--- src/rtl/pnc_pkg.sv ---
`timescale 1ns / 1ps
// ----------------------------------------------------------------------------
// pnc_pkg
// Shared constants and types of the perfect number classifier.
// ----------------------------------------------------------------------------
package pnc_pkg;

  localparam int NUMBER_WIDTH_DEF = 16;
  localparam int DSUM_W           = 19;
  localparam int CLASS_W          = 2;

  localparam logic [DSUM_W-1:0]  SUM_MAX = {DSUM_W{1'b1}};

  localparam logic [CLASS_W-1:0] CLASS_PERFECT   = 2'd0;
  localparam logic [CLASS_W-1:0] CLASS_ABUNDANT  = 2'd1;
  localparam logic [CLASS_W-1:0] CLASS_DEFICIENT = 2'd2;

  typedef struct packed {
    logic done;
    logic rem_zero;
  } pnc_div_status_t;

  typedef struct packed {
    logic [CLASS_W-1:0] number_class;
    logic [DSUM_W-1:0]  divisor_sum;
  } pnc_result_t;

endpackage

--- src/rtl/pnc_divider.sv ---
`timescale 1ns / 1ps
// ----------------------------------------------------------------------------
// pnc_divider
// Restoring bit-serial divider, one quotient bit per cycle; reports whether
// the remainder is zero.
// ----------------------------------------------------------------------------
module pnc_divider
  import pnc_pkg::*;
#(
  parameter int NUMBER_WIDTH = NUMBER_WIDTH_DEF
) (
  input  logic                    clk,
  input  logic                    rst_n,
  input  logic                    start,
  input  logic [NUMBER_WIDTH-1:0] dividend,
  input  logic [NUMBER_WIDTH-1:0] divisor,
  output pnc_div_status_t         status
);

  localparam int CNT_W = $clog2(NUMBER_WIDTH + 1);

  logic                    busy_r;
  logic [CNT_W-1:0]        cnt_r;
  logic [NUMBER_WIDTH-1:0] rem_r;
  logic [NUMBER_WIDTH-1:0] dvd_r;
  logic [NUMBER_WIDTH-1:0] dsr_r;

  logic [NUMBER_WIDTH:0]   rem_sh;
  logic                    fits;
  logic [NUMBER_WIDTH-1:0] rem_nxt;

  always_comb begin
    rem_sh  = {rem_r, dvd_r[NUMBER_WIDTH-1]};
    fits    = rem_sh >= {1'b0, dsr_r};
    rem_nxt = fits ? NUMBER_WIDTH'(rem_sh - {1'b0, dsr_r}) : rem_sh[NUMBER_WIDTH-1:0];
  end

  always_ff @(posedge clk) begin
    if (!rst_n) begin
      busy_r <= 1'b0;
      cnt_r  <= '0;
    end else if (start) begin
      busy_r <= 1'b1;
      cnt_r  <= CNT_W'(NUMBER_WIDTH);
    end else if (busy_r) begin
      cnt_r <= cnt_r - CNT_W'(1);
      if (cnt_r == CNT_W'(1)) begin
        busy_r <= 1'b0;
      end
    end
  end

  always_ff @(posedge clk) begin
    if (start) begin
      rem_r <= '0;
      dvd_r <= dividend;
      dsr_r <= divisor;
    end else if (busy_r) begin
      rem_r <= rem_nxt;
      dvd_r <= dvd_r << 1;
    end
  end

  // last step: remainder is final
  assign status.done     = busy_r && (cnt_r == CNT_W'(1));
  assign status.rem_zero = (rem_nxt == '0);

endmodule

--- src/rtl/pnc_seq.sv ---
`timescale 1ns / 1ps
// ----------------------------------------------------------------------------
// pnc_seq
// Steps the trial divisor, drives the single divider, accumulates the
// divisor sum and classifies the number.
// ----------------------------------------------------------------------------
module pnc_seq
  import pnc_pkg::*;
#(
  parameter int NUMBER_WIDTH = NUMBER_WIDTH_DEF
) (
  input  logic                    clk,
  input  logic                    rst_n,
  input  logic                    in_valid,
  input  logic [NUMBER_WIDTH-1:0] in_number,
  output logic                    idle,
  output logic                    res_valid,
  input  logic                    res_ready,
  output pnc_result_t             res,
  output logic                    div_start,
  output logic [NUMBER_WIDTH-1:0] div_dividend,
  output logic [NUMBER_WIDTH-1:0] div_divisor,
  input  pnc_div_status_t         div_status
);

  // proper divisor sum stays below 8 * number
  localparam int SUM_W = NUMBER_WIDTH + 3;
  localparam int EXT_W = (SUM_W > DSUM_W) ? SUM_W : DSUM_W;

  typedef enum logic [3:0] {
    ST_IDLE   = 4'b0001,
    ST_START  = 4'b0010,
    ST_WAIT   = 4'b0100,
    ST_FINISH = 4'b1000
  } state_t;

  state_t                  state_r, state_nxt;
  logic [NUMBER_WIDTH-1:0] n_r, n_nxt;
  logic [NUMBER_WIDTH-1:0] d_r, d_nxt;
  logic [SUM_W-1:0]        sum_r, sum_nxt;

  logic [SUM_W-1:0]        n_ext;
  logic [EXT_W-1:0]        sum_ext;

  always_comb begin
    state_nxt = state_r;
    n_nxt     = n_r;
    d_nxt     = d_r;
    sum_nxt   = sum_r;
    case (state_r)
      ST_IDLE: begin
        if (in_valid) begin
          n_nxt   = in_number;
          d_nxt   = NUMBER_WIDTH'(1);
          sum_nxt = '0;
          // zero and one have no trial divisor
          state_nxt = (in_number < NUMBER_WIDTH'(2)) ? ST_FINISH : ST_START;
        end
      end
      ST_START: begin
        state_nxt = ST_WAIT;
      end
      ST_WAIT: begin
        if (div_status.done) begin
          if (div_status.rem_zero) begin
            sum_nxt = sum_r + SUM_W'(d_r);
          end
          if (d_r == n_r - NUMBER_WIDTH'(1)) begin
            state_nxt = ST_FINISH;
          end else begin
            d_nxt     = d_r + NUMBER_WIDTH'(1);
            state_nxt = ST_START;
          end
        end
      end
      ST_FINISH: begin
        if (res_ready) begin
          state_nxt = ST_IDLE;
        end
      end
      default: begin
        state_nxt = ST_IDLE;
      end
    endcase
  end

  always_ff @(posedge clk) begin
    if (!rst_n) begin
      state_r <= ST_IDLE;
    end else begin
      state_r <= state_nxt;
    end
  end

  always_ff @(posedge clk) begin
    n_r   <= n_nxt;
    d_r   <= d_nxt;
    sum_r <= sum_nxt;
  end

  assign idle         = (state_r == ST_IDLE);
  assign res_valid    = (state_r == ST_FINISH);
  assign div_start    = (state_r == ST_START);
  assign div_dividend = n_r;
  assign div_divisor  = d_r;

  always_comb begin
    n_ext   = SUM_W'(n_r);
    sum_ext = EXT_W'(sum_r);
    if (sum_r == n_ext) begin
      res.number_class = CLASS_PERFECT;
    end else if (sum_r > n_ext) begin
      res.number_class = CLASS_ABUNDANT;
    end else begin
      res.number_class = CLASS_DEFICIENT;
    end
    res.divisor_sum = (sum_ext > EXT_W'(SUM_MAX)) ? SUM_MAX : DSUM_W'(sum_ext);
  end

endmodule

--- src/rtl/perfect_number_classifier_top.sv ---
`timescale 1ns / 1ps
// 0 and 1 go straight to the result; other numbers try each divisor from 1 to number - 1
// each trial divisor costs an issue state plus NUMBER_WIDTH steps of the serial divider
// one request at a time
// a finished result waits in the output register while the next request is taken
// reset (synchronous, active low) returns the sequencer to idle and drops out_valid
// ----------------------------------------------------------------------------
// perfect_number_classifier_top
// Classifies a number as perfect, abundant or deficient by trial division.
// ----------------------------------------------------------------------------
module perfect_number_classifier_top
  import pnc_pkg::*;
#(
  parameter int NUMBER_WIDTH = NUMBER_WIDTH_DEF
) (
  input  logic                    clk,
  input  logic                    rst_n,
  input  logic                    in_valid,
  output logic                    in_stall,
  input  logic [NUMBER_WIDTH-1:0] in_number,
  output logic                    out_valid,
  input  logic                    out_stall,
  output logic [CLASS_W-1:0]      out_number_class,
  output logic [DSUM_W-1:0]       out_divisor_sum
);

  logic                    seq_idle;
  logic                    res_valid;
  logic                    res_ready;
  pnc_result_t             res;
  logic                    div_start;
  logic [NUMBER_WIDTH-1:0] div_dividend;
  logic [NUMBER_WIDTH-1:0] div_divisor;
  pnc_div_status_t         div_status;

  logic                    out_valid_r;
  pnc_result_t             out_res_r;

  pnc_seq #(
    .NUMBER_WIDTH(NUMBER_WIDTH)
  ) u_seq (
    .clk         (clk),
    .rst_n       (rst_n),
    .in_valid    (in_valid),
    .in_number   (in_number),
    .idle        (seq_idle),
    .res_valid   (res_valid),
    .res_ready   (res_ready),
    .res         (res),
    .div_start   (div_start),
    .div_dividend(div_dividend),
    .div_divisor (div_divisor),
    .div_status  (div_status)
  );

  pnc_divider #(
    .NUMBER_WIDTH(NUMBER_WIDTH)
  ) u_div (
    .clk     (clk),
    .rst_n   (rst_n),
    .start   (div_start),
    .dividend(div_dividend),
    .divisor (div_divisor),
    .status  (div_status)
  );

  // output register is free when empty or being drained
  assign res_ready = !out_valid_r || !out_stall;

  always_ff @(posedge clk) begin
    if (!rst_n) begin
      out_valid_r <= 1'b0;
    end else if (res_valid && res_ready) begin
      out_valid_r <= 1'b1;
    end else if (!out_stall) begin
      out_valid_r <= 1'b0;
    end
  end

  always_ff @(posedge clk) begin
    if (res_valid && res_ready) begin
      out_res_r <= res;
    end
  end

  assign in_stall         = !seq_idle;
  assign out_valid        = out_valid_r;
  assign out_number_class = out_res_r.number_class;
  assign out_divisor_sum  = out_res_r.divisor_sum;

endmodule

--- config.mk ---
export PLATFORM = sky130hd
export DESIGN_NAME = perfect_number_classifier_top
export DESIGN_NICKNAME = d
export VERILOG_FILES = /design/src/rtl/pnc_pkg.sv /design/src/rtl/pnc_divider.sv /design/src/rtl/pnc_seq.sv /design/src/rtl/perfect_number_classifier_top.sv
export SDC_FILE = /design/constraint.sdc
export NUM_CORES = 1
export LEC_CHECK = 0
export ABC_AREA = 1
export BUFFER_PORTS_ARGS = -buffer_cell sky130_fd_sc_hd__buf_4
export CORE_MARGIN = 2
export CORE_UTILIZATION = 32
export DETAILED_ROUTE_END_ITERATION = 8
export SLEW_MARGIN = 10
export SYNTH_ARGS = -nofsm -noshare
export SYNTH_HDL_FRONTEND = slang
export SYNTH_HIERARCHICAL = 1
export SYNTH_SLANG_ARGS = --single-unit
--- constraint.sdc ---
create_clock -name clk -period 3.1 [get_ports clk]
set_input_delay 0.465 -clock clk [delete_from_list [all_inputs] [get_ports clk]]
set_output_delay 0.465 -clock clk [all_outputs]
set_load 0.02 [all_outputs]
After elaboration in Yosys (flattened, before gate mapping) --
Cells that the tools add are included. W data, S select, Z words.
Storage, ports and cells: register bits 131, latch bits 0, memory bits (writable) 0, bits in read-only memories 0, input port bits 20, output and inout port bits 23, word-level logic and storage cells 75, memories 0
Operators by class: add/sub/neg operators 5, $mul 0, divide/modulo/power cells 0, $lt $le $gt $ge 4, equal/unequal tests 13, shifts and indexed selects 0, multiplexer cells 25, bitwise logic cells 1, reduce and logical (&&, ||, !) cells 14
Operator list (count):
- $mux W16 | 6
- $mux W19 | 3
- $pmux W19 S2 | 1
- $pmux W16 S2 | 1
- $mux W4 | 5
- $add A19 B16 Y19 | 1
- $eq A19 B16 Y1 | 1
- $gt A19 B16 Y1 | 1
- $gt A19 B19 Y1 const B | 1
- $ge A17 B16 Y1 | 1
- $add A16 B1 Y16 const B | 1
- $eq A16 B16 Y1 | 1
- $logic_not A16 Y1 | 1
- $lt A16 B2 Y1 const B | 1
- $pmux W4 S4 | 1
- $sub A16 B1 Y16 const B | 1
- $sub A16 B16 Y16 | 1
- $mux W5 | 2
- $ne A2 B2 Y1 const B | 4
- $reduce_and A4 Y1 | 2
- $eq A5 B1 Y1 const B | 1
- $mux W1 | 5
- $sub A5 B1 Y5 const B | 1
- $eq A4 B1 Y1 const B | 1
- other kinds (13) | 18

Logic depth before layout (Yosys ltp) --
Gate-level depths: netlist (run 1).
word-level depth 6, depth in mapped cells 19, gate-level depth less buffers 19

Modules after synthesis --
The synthesis (run 1) kept the hierarchy.
Modules (own cells, without submodules):
- pnc_seq | instances 1, cells an instance 542, area an instance 4276.6 um^2, seq. area each 1611.5 um^2
- pnc_divider | instances 1, cells an instance 447, area an instance 3357.0 um^2, seq. area each 1401.3 um^2
- perfect_number_classifier_top | instances 1, cells an instance 28, area an instance 681.9 um^2, seq. area each 650.6 um^2

Worst setup path after synthesis (run 1) --
OpenSTA, ideal clock, no wires.
path type flip-flop to flip-flop, from register u_div.dvd_r[15], to register u_seq.sum_r[0], in the netlist u_seq/sum_ext[0], enable pin, setup time 0.401 ns, arrival time 2.943 ns, data required time 2.699 ns, path slack -0.244 ns, stages on the path, launching flop included 20, buffers on the path 0, clock period less this slack 3.344 ns, path through edfxtp_1 inv_1 ha_1 inv_1 fa_1 nand2_1 nand2_1 nand3b_1 nand2_1 nand2_1 nand2_1 nand2_1 nand3_2 nand2_2 nand2_1 nor2_1 nand2_1 nor2_1 nand2_1 a21oi_1
RTL lines:
- start, declared | line pnc_divider.sv:25 | logic [NUMBER_WIDTH-1:0] dvd_r;
- start signal, assigned | line pnc_divider.sv:56 | dvd_r <= dividend;
- start signal, assigned | line pnc_divider.sv:60 | dvd_r <= dvd_r << 1;
- end signal, assigned | line pnc_seq.sv:98 | sum_r <= sum_nxt;
- end, declared | line pnc_seq.sv:40 | logic [SUM_W-1:0] sum_r, sum_nxt;

==> out/summary.txt, run 1 <==
Gr usage total -> 15.6%
Final Max Tran Viols -> 0
Worst Path Arrival -> 3.08 ns
Final net count -> 1,142
Synth area leaders -> edfxtp_1, nand2_1, ha_1
Min Hold Slack -> 0.225 ns
Die Area -> 27,300 um^2
Setup TNS -> 0 ns
Async SR Flop Fraction -> 0%
Period utilization -> 95.2%
Design Area, Final -> 9950 um^2
Power per Cell Area -> 839 nW/um^2
Share of cells above drive strength 1 -> 17.9%
Global-route wire length before repair -> 32,900 um
Leakage -> 4.33 nW
Worst skew pair latency -> 0.42 ns
Initial antenna violation count -> 0
Dominant synthesized flop cell -> edfxtp_1
ANT nets after route -> 0
Antenna diode count -> 0
Yosys top cell area share -> 37.6%
XOR/XNOR Fraction of Synth Area -> 2.48%
Die width -> 165 um
Grt ovf -> 0
Setup CP Type -> flip-flop to flip-flop
CP Launch Type -> flip-flop
Number of buffers created by CTS -> 17
Maximum root-to-sink buffer count -> 2
Fill cells -> 2,571
Seq pwr share -> 33.0%
Finish-stage setup viols -> 0
Worst Hold Class -> primary input to flip-flop
Post-DP HPWL -> 15,300 um
Fmax -> 339 MHz
Sw frac -> 40.9%
Initial Util -> 32.3%
Post-Synth Adder-Cell Area -> 8.31%
Ys Warns -> 6
Largest net degree at the start of global routing -> 35
Unique masters post-synth -> 51
Min-Delay Path Depth -> 1
Combinational family with the most area after synthesis -> simple AND/OR/NAND/NOR gates
Final estimated routing congestion in global placement -> 0.884
DR WL/cell -> 14.5 um
Internal power -> 0.00494 W
Compound-cell area share of the yosys netlist -> 9.71%
Simple-gate share of the synthesized area -> 27.0%
CTS root buffer -> clkbuf_16
PortBufs -> 42
Crit-path max FO -> 10
Pre-Repair DR Iteration Count -> 6
Setup ws final -> 0.148 ns
CTS tree -> done
Max IR drop VDD -> 0.363 mV
Clock power frac -> 23.8%
Mux cell area share after synthesis -> 0%
Post-synth EDFFs -> 104
Top cell type by total area after synthesis -> edfxtp_1
Number of global-route vias before repair -> 6,471
DR iter-0 viols -> 552
Clk_skew -> 0.00803 ns
Net Count, Synth -> 1,091
CTS H-tree depth -> 4
Sw Pwr -> 0.00341 W
Layout area overhead -> 19.6%
Post-synthesis register bit count -> 131
Slew @ Worst Pin -> 0.892 ns
Most numerous cell in the Yosys netlist -> nand2_1
Syn avg cell area -> 8.18 um^2
Crit path capture type -> flip-flop
Placed cell area -> 8990 um^2
Post-synthesis sequential area ratio -> 44.1%
Mapped Cells -> 1,017
Via Count -> 6,768
Fin. Hold Viols -> 0
Boundary pin count -> 43
Multi-input logic area -> 4210 um^2
Status -> finished, final reports clean
Tmin final -> 2.95 ns
Final Total Pwr -> 0.00835 W
Comb pwr share -> 43.2%
Pre-CTS WS -> -0.0863 ns
Commonest cells post-synth -> nand2_1, inv_1, edfxtp_1, nor2_1
Max transition margin -> 40.4%
Detailed-route DRC error count -> 0
CTS sink cnt -> 131
Vias per cell -> 4.78
Max cap viols -> 0
Reg2Reg Depth -> 19
Chip height -> 165 um
CTS Hold Bufs -> 0
Mapped Area -> 8320 um^2
WL final -> 20,500 um
Core area -> 25,800 um^2
Worst-path clk slew -> 0.06 ns
Row Count -> 59
WP data required -> 3.23 ns
Register area -> 3660 um^2
==> cell usage in the layout (no fill, tap or decap), drive strengths merged, types with 2 or more instances in the layout <==
cell / netlist / routed
buf: 3 / 64
nor2: 92 / 92
nor4: 8 / 8
nand3: 64 / 64
or2: 5 / 5
o21ai: 53 / 53
xnor2: 9 / 9
nand3b: 5 / 5
nand4: 13 / 13
clkinv: 0 / 7
o21bai: 2 / 2
edfxtp: 104 / 104
fa: 2 / 2
nor3: 17 / 17
o211ai: 2 / 2
o21a: 4 / 4
bufinv: 0 / 2
clkinvlp: 0 / 2
ha: 52 / 52
a211oi: 4 / 4
dfxtp: 27 / 27
o22ai: 5 / 5
xor2: 12 / 12
a31oi: 7 / 7
a21oi: 65 / 65
inv: 147 / 150
and2: 2 / 2
clkbuf: 30 / 18
nand2: 278 / 279
==> power groups by stage <==
stage | Clock [W] | Combinational (W) | Sequential, W
3_3_place_gp | 0 | 0.00314 | 0.00275
2_1_floorplan | 0 | 0.00251 | 0.00260
6_report | 0.00198 | 0.00361 | 0.00276
5_1_grt | 0.00210 | 0.00406 | 0.00281
3_5_place_dp | 0 | 0.00315 | 0.00276
4_1_cts | 0.00203 | 0.00332 | 0.00273
==> area by class of cell <==
class / instances / share of cell area, %
multi-input cells: 707 / 42.3
inverters: 147 / 5.55
clock buffers: 18 / 4.32
repair buffers: 64 / 5.20
flip-flops and latches: 131 / 36.8
well taps: 335 / 4.21
clock inverters: 14 / 1.55
==> final timing paths <==
kind / from / end / slack [ns]
setup / recovery: u_div/dsr_r[10] / u_seq/sum_ext[12] / 0.15
setup reg to reg: u_div/dsr_r[10] / u_seq/sum_ext[12] / 0.15
hold / removal: in_number[0] / u_seq/div_dividend[0] / 0.23
hold reg to reg: u_seq/sum_ext[0] / out_divisor_sum[0] / 0.49
==> worst max-delay path, cell delays in order, from the launching register on <==
cell      delay, ns
edfxtp_1       0.32
inv_1          0.04
ha_2           0.38
nand2_2        0.11
nor2_4         0.12
nand2_2        0.08
nor3_4         0.22
nor2_8         0.10
buf_4          0.17
nand3_1        0.09
nand2_1        0.05
inv_1          0.06
nand2_1        0.05
nor2_1         0.09
nand3_1        0.09
nor2_2         0.12
nand2_1        0.10
a21oi_4        0.19
buf_4          0.14
buf_12         0.13
==> state kept, by name (all words and copies together) (netlist names) <==
signal / flops
out_divisor_sum: 19
u_seq/sum_ext: 19
u_div/dsr_r: 16
u_div/dvd_r: 16
u_div/rem_r: 16
u_seq/div_dividend: 16
u_seq/div_divisor: 16
u_div/cnt_r: 5
u_seq/state_r: 4
out_number_class: 2
out_valid: 1
u_div/busy_r: 1
==> routing by layer <==
metal | wire length, um | global-route usage (%) | vias to the layer above
met2 | 10300 | 27.1 | 134
li1 | - | - | 3474
met5 | 0 | 0 | -
met1 | 9140 | 19.3 | 3142
met3 | 724 | 3.37 | 18
met4 | 287 | 4.86 | 0
==> kinds of logic (layout without fill, tap and decap cells) <==
group	Yosys count	count (layout)
AOI/OAI and AO/OA	144	144
adders and majority gates	54	54
buffers and inverters	180	243
DFF	131	131
xor gates and xnor gates	22	22
and+or+nand+nor	486	487
==> through the flow <==
stage / instances / utilization [%]
6_report: 1416 / 38.6
5_1_grt: 1416 / 38.6
4_1_cts: 1407 / 37.6
3_5_place_dp: 1370 / 34.9
3_3_place_gp: 1370 / 34.9
2_1_floorplan: 1017 / -
==> repair_timing <==
item	in CTS	in global routing
setup endpoints to repair	19	19
gates cloned	1	1
setup buffers	4	8
pin swaps	4	8
resized for setup	9	35
(Power assumes the default switching activity.)
==> run 2: changes to the inputs <==
- CTS_BUF_LIST: unset -> sky130_fd_sc_hd__clkbuf_8
==> out/summary.txt, run 2 (synthesis gave the netlist of run 1 again) <==
Gr usage total -> 15.5%
Max cap viols -> 0
Worst Path Arrival -> 3.13 ns
Commonest non-fill, non-tap cell in the layout -> nand2_1
Tmin final -> 2.95 ns
Leakage -> 4.25 nW
Final Total Pwr -> 0.00780 W
Core area -> 25,800 um^2
Finish-stage setup viols -> 0
Detailed-route DRC error count -> 0
Layout area overhead -> 17.4%
Largest net degree at the start of global routing -> 35
Max transition margin -> 40.0%
Commonest non-fill, non-tap cells in the layout -> nand2_1, inv_1, edfxtp_1, nor2_1, buf_4
Setup CP Type -> flip-flop to flip-flop
CP Capture Point -> u_seq/sum_ext[15]
Antenna diode count -> 0
FF-to-FF Start -> u_div/dsr_r[8]
CP Launch Type -> flip-flop
Reg2reg end -> u_seq/sum_ext[15]
Final estimated routing congestion in global placement -> 0.884
CTS root buffer -> clkbuf_8
Slew @ Worst Pin -> 0.897 ns
Boundary pin count -> 43
WP data required -> 3.28 ns
Maximum root-to-sink buffer count -> 2
Final net count -> 1,140
Initial Util -> 32.3%
Crit path capture type -> flip-flop
ANT nets after route -> 0
CTS H-tree depth -> 4
Number of global-route vias before repair -> 6,423
Number of buffers created by CTS -> 17
R2R Setup Slk -> 0.15 ns
Initial antenna violation count -> 0
Period utilization -> 95.2%
Fmax -> 339 MHz
PortBufs -> 42
Post-DP HPWL -> 15,300 um
Die width -> 165 um
DR iter-0 viols -> 514
Fin. Hold Viols -> 0
Row Count -> 59
Worst skew pair latency -> 0.46 ns
Chip height -> 165 um
Clk_skew -> 0.00898 ns
Reg2Reg Depth -> 20
Global-route wire length before repair -> 32,700 um
Die Area -> 27,300 um^2
Worst Hold Class -> primary input to flip-flop
Pre-Repair DR Iteration Count -> 5
CP startpoint -> u_div/dsr_r[8]
Power per Cell Area -> 798 nW/um^2
Share of cells above drive strength 1 -> 18.0%
Worst-path clk slew -> 0.08 ns
Crit-path max FO -> 9
Status -> finished, final reports clean
Vias per cell -> 4.77
CTS Hold Bufs -> 0
Fill cells -> 2,573
DR WL/cell -> 14.4 um
WL final -> 20,400 um
Via Count -> 6,746
Final Max Tran Viols -> 0
CTS sink cnt -> 131
CTS tree -> done
Min Hold Slack -> 0.184 ns
Max IR drop VDD -> 0.344 mV
Grt ovf -> 0
[run 2: cell count changes in the layout (fill, tap and decap cells not counted)]
cell / change
buf_4: -3
nand2_4: +1
ha_4: +1
ha_2: -1
clkbuf_16: -17
inv_2: +1
buf_6: +1
nand2_1: -2
nand2_2: +1
clkbuf_1: -1
clkbuf_8: +17
[run 2: repair_timing]
action | in CTS | in global routing
setup endpoints to repair | 19 | 19
pin swaps | 4 | 7
gates cloned | 1 | 1
buffers inserted | 4 | 6
resized for setup | 9 | 41
[run 2: routing by layer]
| metal | track usage [%] | part of all wire (%) | wire length, um |
|---|---|---|---|
| met1 | 19.3 | 45 | 9100 |
| met2 | 26.6 | 50 | 10200 |
| met3 | 2.77 | 3.2 | 645 |
| met4 | 6.05 | 2.4 | 493 |
| met5 | 0 | 0 | 0 |
[run 2: how the worst min path moves through the flow]
stage          depth (start not counted)             start  slack (ns)               endpoint
6_report                               1      in_number[0]        0.18  u_seq/div_dividend[0]
5_1_grt                                1      in_number[0]        0.16  u_seq/div_dividend[0]
4_1_cts                                1      in_number[0]        0.16  u_seq/div_dividend[0]
3_5_place_dp                           0  u_seq/sum_ext[0]        0.49     out_divisor_sum[0]
3_3_place_gp                           2   u_div/rem_r[10]        0.49        u_div/rem_r[10]
2_1_floorplan                          2   u_div/rem_r[10]        0.47        u_div/rem_r[10]
[run 2: critical path, stage by stage, from the launching register on]
cell and delay [ns]:
edfxtp_1 0.37, inv_1 0.12, ha_4 0.23, nand2_2 0.09, inv_1 0.08, a21oi_2 0.17, nand3_2 0.13, nand2_4 0.15
nand2_4 0.10, buf_4 0.14, nand2_1 0.05, nand2_1 0.05, inv_1 0.07, nand2_1 0.05, nor2_1 0.12, nand2_1 0.08
nor2_2 0.11, nand2_2 0.08, a21oi_4 0.19, buf_6 0.14, buf_16 0.13
[run 2: final cells by class]
class | count | area (um^2) | area share (%)
clock inverter | 15 | 158 | 1.61
sequential | 131 | 3660 | 37.5
tap | 335 | 419 | 4.29
timing repair buffer | 62 | 505 | 5.18
inverter | 147 | 552 | 5.65
clock buffer | 17 | 234 | 2.40
multi-input combinational | 707 | 4230 | 43.3
[run 2: metrics by stage]
| step | area [um^2] | setup TNS [ns] | setup slack [ns] | util, % | instances |
|---|---|---|---|---|---|
| after floorplan | 8320 | 0 | 0.146 | - | 1017 |
| after detailed placement | 8990 | -1.62 | -0.0863 | 34.9 | 1370 |
| final | 9760 | 0 | 0.147 | 37.9 | 1414 |
| after global routing | 9760 | -0.140 | -0.0168 | 37.9 | 1414 |
| after CTS | 9490 | 0 | 0.000399 | 36.8 | 1407 |
| after global placement | 8990 | -1.54 | -0.0818 | 34.9 | 1370 |
[run 2: power breakdown]
part	total [W]	internal, W	switching, W
sequential	0.00276	0.00234	0.000423
combinational	0.00360	0.00140	0.00220
clock	0.00144	0.000718	0.000723
